[src/design/phct_pkg.sv]
// Shared types and constants for the page hotness counter table.
`default_nettype none

package phct_pkg;

  localparam int PAGES   = 1024;
  localparam int CPUS    = 8;
  localparam int PAGE_AW = $clog2(PAGES);

  localparam logic [7:0]  COUNT_MAX       = 8'd255;
  localparam logic [7:0]  AGE_MAX         = 8'd255;
  localparam logic [10:0] TOTAL_MAX       = 11'd2047;
  localparam logic [10:0] TOTAL_BOUND     = 11'd2040;
  localparam logic [7:0]  THRESHOLD_RESET = 8'd8;

  typedef enum logic [1:0] {
    CMD_ACCESS    = 2'd0,
    CMD_AGE_TICK  = 2'd1,
    CMD_CLR_COUNT = 2'd2,
    CMD_CLR_AGE   = 2'd3
  } cmd_t;

  typedef enum logic [1:0] {
    ST_CLEAR = 2'b01,
    ST_RUN   = 2'b10
  } state_t;

  // One page record as held in the table memory.
  typedef struct packed {
    logic [CPUS-1:0][7:0] counts;
    logic [10:0]          total;
    logic [7:0]           age;
  } rec_t;

  // Command as seen by the update logic.
  typedef struct packed {
    cmd_t       op;
    logic [2:0] cpu_id;
    logic       cpu_ok;
  } upd_ctl_t;

endpackage

`default_nettype wire

[src/design/phct_update.sv]
// Modify step of the read-modify-write: applies one command to a page record.
`default_nettype none

module phct_update
  import phct_pkg::*;
(
  input  upd_ctl_t    ctl,
  input  logic [7:0]  cold_threshold,
  input  rec_t        rec_in,
  output rec_t        rec_out,
  output logic [7:0]  cpu_count
);

  logic [7:0]  cur;
  logic [7:0]  age_inc;
  logic [10:0] total_dec;
  logic        bump;

  always_comb begin
    cur = '0;
    for (int i = 0; i < CPUS; i++) begin
      if (ctl.cpu_ok && ctl.cpu_id == 3'(i)) begin
        cur = rec_in.counts[i];
      end
    end
  end

  assign bump      = ctl.cpu_ok && (cur != COUNT_MAX);
  assign age_inc   = (rec_in.age != AGE_MAX) ? rec_in.age + 8'd1 : rec_in.age;
  assign total_dec = (rec_in.total != 11'd0) ? rec_in.total - 11'd1 : 11'd0;

  always_comb begin
    rec_out = rec_in;
    unique case (ctl.op)
      CMD_ACCESS: begin
        if (ctl.cpu_ok) begin
          rec_out.age = '0;
          if (bump) begin
            for (int i = 0; i < CPUS; i++) begin
              if (ctl.cpu_id == 3'(i)) begin
                rec_out.counts[i] = cur + 8'd1;
              end
            end
            if (rec_in.total != TOTAL_MAX) begin
              rec_out.total = rec_in.total + 11'd1;
            end
          end
        end
      end
      CMD_AGE_TICK: begin
        rec_out.age = age_inc;
        if (age_inc > cold_threshold) begin
          rec_out.total = total_dec;
          // page went cold: drop the whole record
          if (total_dec == 11'd0) begin
            rec_out.age    = '0;
            rec_out.counts = '0;
          end
        end
      end
      CMD_CLR_COUNT: begin
        rec_out.total  = '0;
        rec_out.counts = '0;
      end
      CMD_CLR_AGE: begin
        rec_out.age = '0;
      end
      default: begin
        rec_out = rec_in;
      end
    endcase
  end

  always_comb begin
    cpu_count = '0;
    for (int i = 0; i < CPUS; i++) begin
      if (ctl.cpu_ok && ctl.cpu_id == 3'(i)) begin
        cpu_count = rec_out.counts[i];
      end
    end
  end

endmodule

`default_nettype wire

[config.mk]
export PLATFORM = sky130hd
export DESIGN_NAME = phct_update
export DESIGN_NICKNAME = d
export VERILOG_FILES = /design/src/design/phct_pkg.sv /design/src/design/phct_update.sv
export SDC_FILE = /design/constraint.sdc
export NUM_CORES = 1
export LEC_CHECK = 0
export BUFFER_PORTS_ARGS = -buffer_cell sky130_fd_sc_hd__buf_2
export CAP_MARGIN = 20
export CELL_PAD_IN_SITES_DETAIL_PLACEMENT = 1
export CELL_PAD_IN_SITES_GLOBAL_PLACEMENT = 2
export CORE_ASPECT_RATIO = 0.8
export CORE_UTILIZATION = 23
export DETAILED_ROUTE_END_ITERATION = 10
export PLACE_DENSITY = 0.88
export SETUP_SLACK_MARGIN = 0.2
export SYNTH_ARGS = -nofsm -noshare
export SYNTH_HDL_FRONTEND = slang
export SYNTH_SLANG_ARGS = --single-unit
[constraint.sdc]
create_clock -name vclk -period 5.9
set_input_delay 0.59 -clock vclk [all_inputs]
set_output_delay 0.59 -clock vclk [all_outputs]
set_load 0.01 [all_outputs]
==> key figures <==
Outcome
  • Status: complete, no violations

GRT
  • Largest net degree at the start of global routing: 28
  • GRT Util Overall: between 20% and 30%
  • Grt ovf: 0
  • First-pass GRT wire length: ~34000 um
  • Vias in the first global route: 5647
  • Initial antenna violation count: 1

Detailed routing
  • Uppermost layer routed: met4
  • Routed wl met3: 2360 um
  • Vias post-DR: 5874
  • Final wirelength: 22700 um
  • Routed length on met1: 10600 um
  • Post-DRT Antenna Nets: 0
  • Residual DRC: 0
  • Pre-Repair DR Iteration Count: 6
  • WL per Instance: 22.7 um
  • Via-to-Cell Ratio: about 6
  • Wire length on met2: between 9000 and 10000 um
  • Initial drt markers: 535

Setup path
  • Crit path launch type: input port
  • Endpoint type of the worst setup path: primary output
  • Crit-path cells: buf_2 > ha_1 > nand2_1 > nor2_1 > and2_1 > nor2_1 > nand3_1 > xnor2_1 > ha_1 > nand3_1 > nor3_1 > or3_1 > o21a_1 > o21ai_0 > nand2_1 > a21oi_2 > nor2_1 > o221a_1 > o311a_1 > buf_2
  • CP Max Fanout: 8
  • WP data arrival: 4.72 ns
  • WS Path Type: input port to primary output
  • Family with the most delay on the worst path: compound AO/OA/AOI/OAI gates
  • Max stage delay cell, worst path: o21ai_0
  • Worst path required time: 5.31 ns
  • Buf+Inv Stages, Crit Path: 2
  • Max incr delay on CP: roughly 0.48 ns
  • Most frequent CP cell: nor2_1

STA
  • RSZ-0062 raised after global routing: false
  • Max-slew violations: 0
  • Final setup fails: 0
  • Fmax: 188 MHz
  • Setup_tns: 0 ns
  • Slew @ Worst Pin: 1.01 ns
  • Final min period: 5.31 ns
  • Rel. slew slack: between 30% and 40%
  • Crit share post-route: between 80 and 90%
  • Final Hold Violating Endpoints: 0

Synth
  • Fraction of the yosys area taken by sequential cells: 0%
  • Synthesized area: between 3000 and 4000 um2
  • Area contributors post-synth: nand2_1 (9.9%), o21ai_0 (7.9%), mux2i_1 (5.8%), nor2_1 (5.6%), a22o_1 (5.3%)
  • Post-Synthesis Cells: 608
  • Synth warn: 0
  • Yosys cell types: slightly below 70
  • Area leader, netlist: nand2_1
  • Top cell type's share of synthesized area: 9.87%
  • Syn Nets: just over 700
  • Synthesized area per cell: 5.95 um2

CTS
  • Number of hold buffers added after cts: 0
  • Setup bufs post-CTS: 0
  • Post-cts resize count: 0

Floorplanning
  • Initial core utilization: 23.8%
  • Row Count: 40
  • Die area: 16200 um2
  • Die height: 114 um
  • Core area: roughly 15000 um2
  • Horiz. Die Dim: 142 um
  • I/O pin total: between 150 and 200

Worst hold path
  • Hold WC Path Type: input port to primary output

Layout
  • Nets@finish: 898
  • Clock buf count: 0
  • FF+latch count: 0
  • Share of cells above drive strength 1: 30.5%
  • Final instance area: between 4000 and 5000 um2
  • Fill count: 2063
  • Non-Filler Instances: 997
  • Synth-to-layout area growth: 35.1%
  • Seq. cell area: 0 um2
  • Multi-input combinational cell area: 3340 um2
  • Final core occ: 32.2%
  • Ant. Diodes: 0

Power and ir drop
  • Total Power: 0.409 mW
  • Static Leak: roughly 2.3 nW
  • VDD IR-drop max: 0.0232 mV
  • P per Cell Area: 83.7 nW/um2

Placement
  • Placed insts: 997
  • Port Buf Inserts: approximately 190
  • Placed cell area: 4880 um2
  • Detailed Place HPWL: between 15000 and 20000 um
  • Global placement routability congestion: 1.02

Run
  • Max Cap Viol: 0
## final cells by class
type | instances | area share [%]
Inverter | 31 | 2.38
Multi-Input combinational cell | 538 | 68.4
Tap cell | 210 | 5.38
Timing Repair Buffer | 218 | 23.9
## layout by cell type (no fill, tap or decap), types with 9 or more instances in the layout
master	n
mux2i_1	21
nor3_1	16
o21ai_0	57
nor2_1	54
inv_1	29
o31ai_1	10
a21oi_1	32
and2_1	9
buf_4	30
nand2b_1	14
o22ai_1	29
nand3_1	23
a22o_1	22
ha_1	12
xnor2_1	10
buf_2	188
nand2_1	95
## final timing paths
| check | from | endpoint | slack [ns] | cells past startpoint |
|---|---|---|---|---|
| hold / removal | rec_in[50] | rec_out[50] | 1.49 | 4 |
| setup / recovery | rec_in[0] | cpu_count[4] | 0.59 | 20 |
## stage by stage
stage | hold WS, ns | setup slack [ns]
finish | 1.49 | 0.591
global placement | 1.49 | 0.663
detailed placement | 1.49 | 0.618
CTS | 1.50 | 0.607
global route | 1.52 | 0.233
floorplan | 1.27 | 1.12
## logic make-up (layout without fill, tap and decap cells)
| logic type | after synthesis | count (layout) | synth area share (%) |
|---|---|---|---|
| muxes | 24 | 24 | 7.06 |
| xor gates and xnor gates | 11 | 11 | 2.67 |
| AOI/OAI and AO/OA | 243 | 243 | 46.5 |
| buffers and inverters | 70 | 249 | 7.79 |
| and+or+nand+nor | 248 | 248 | 31.8 |
| adders and majority gates | 12 | 12 | 4.15 |
## where the power goes
group	internal, mW	switching (mW)
combinational	0.152	0.257
clock	0	0
sequential	0	0
total	0.152	0.257
## cells in the mapped netlist, types with 6 or more instances
cell,instances
o211ai_1,8
o2bb2ai_1,8
nand3_1,23
nand2_1,95
ha_1,12
or3_1,6
o21ai_0,57
buf_2,6
nand4_1,7
nor2_1,54
a21oi_1,32
clkbuf_1,30
a211oi_1,8
xnor2_1,10
inv_1,29
nor3_1,16
o31ai_1,10
o22ai_1,29
and2_1,9
mux2i_1,21
a22o_1,22
a31oi_1,6
and3_1,7
nand2b_1,14
## layer usage
layer | global-route usage [%] | vias to the layer above
li1 | - | 2659
met1 | 40.2 | 2851
met2 | 39.7 | 325
met3 | 5.52 | 39
met4 | 4.80 | 0
met5 | 0 | -
No activity file was read; power rests on OpenSTA's default activity.
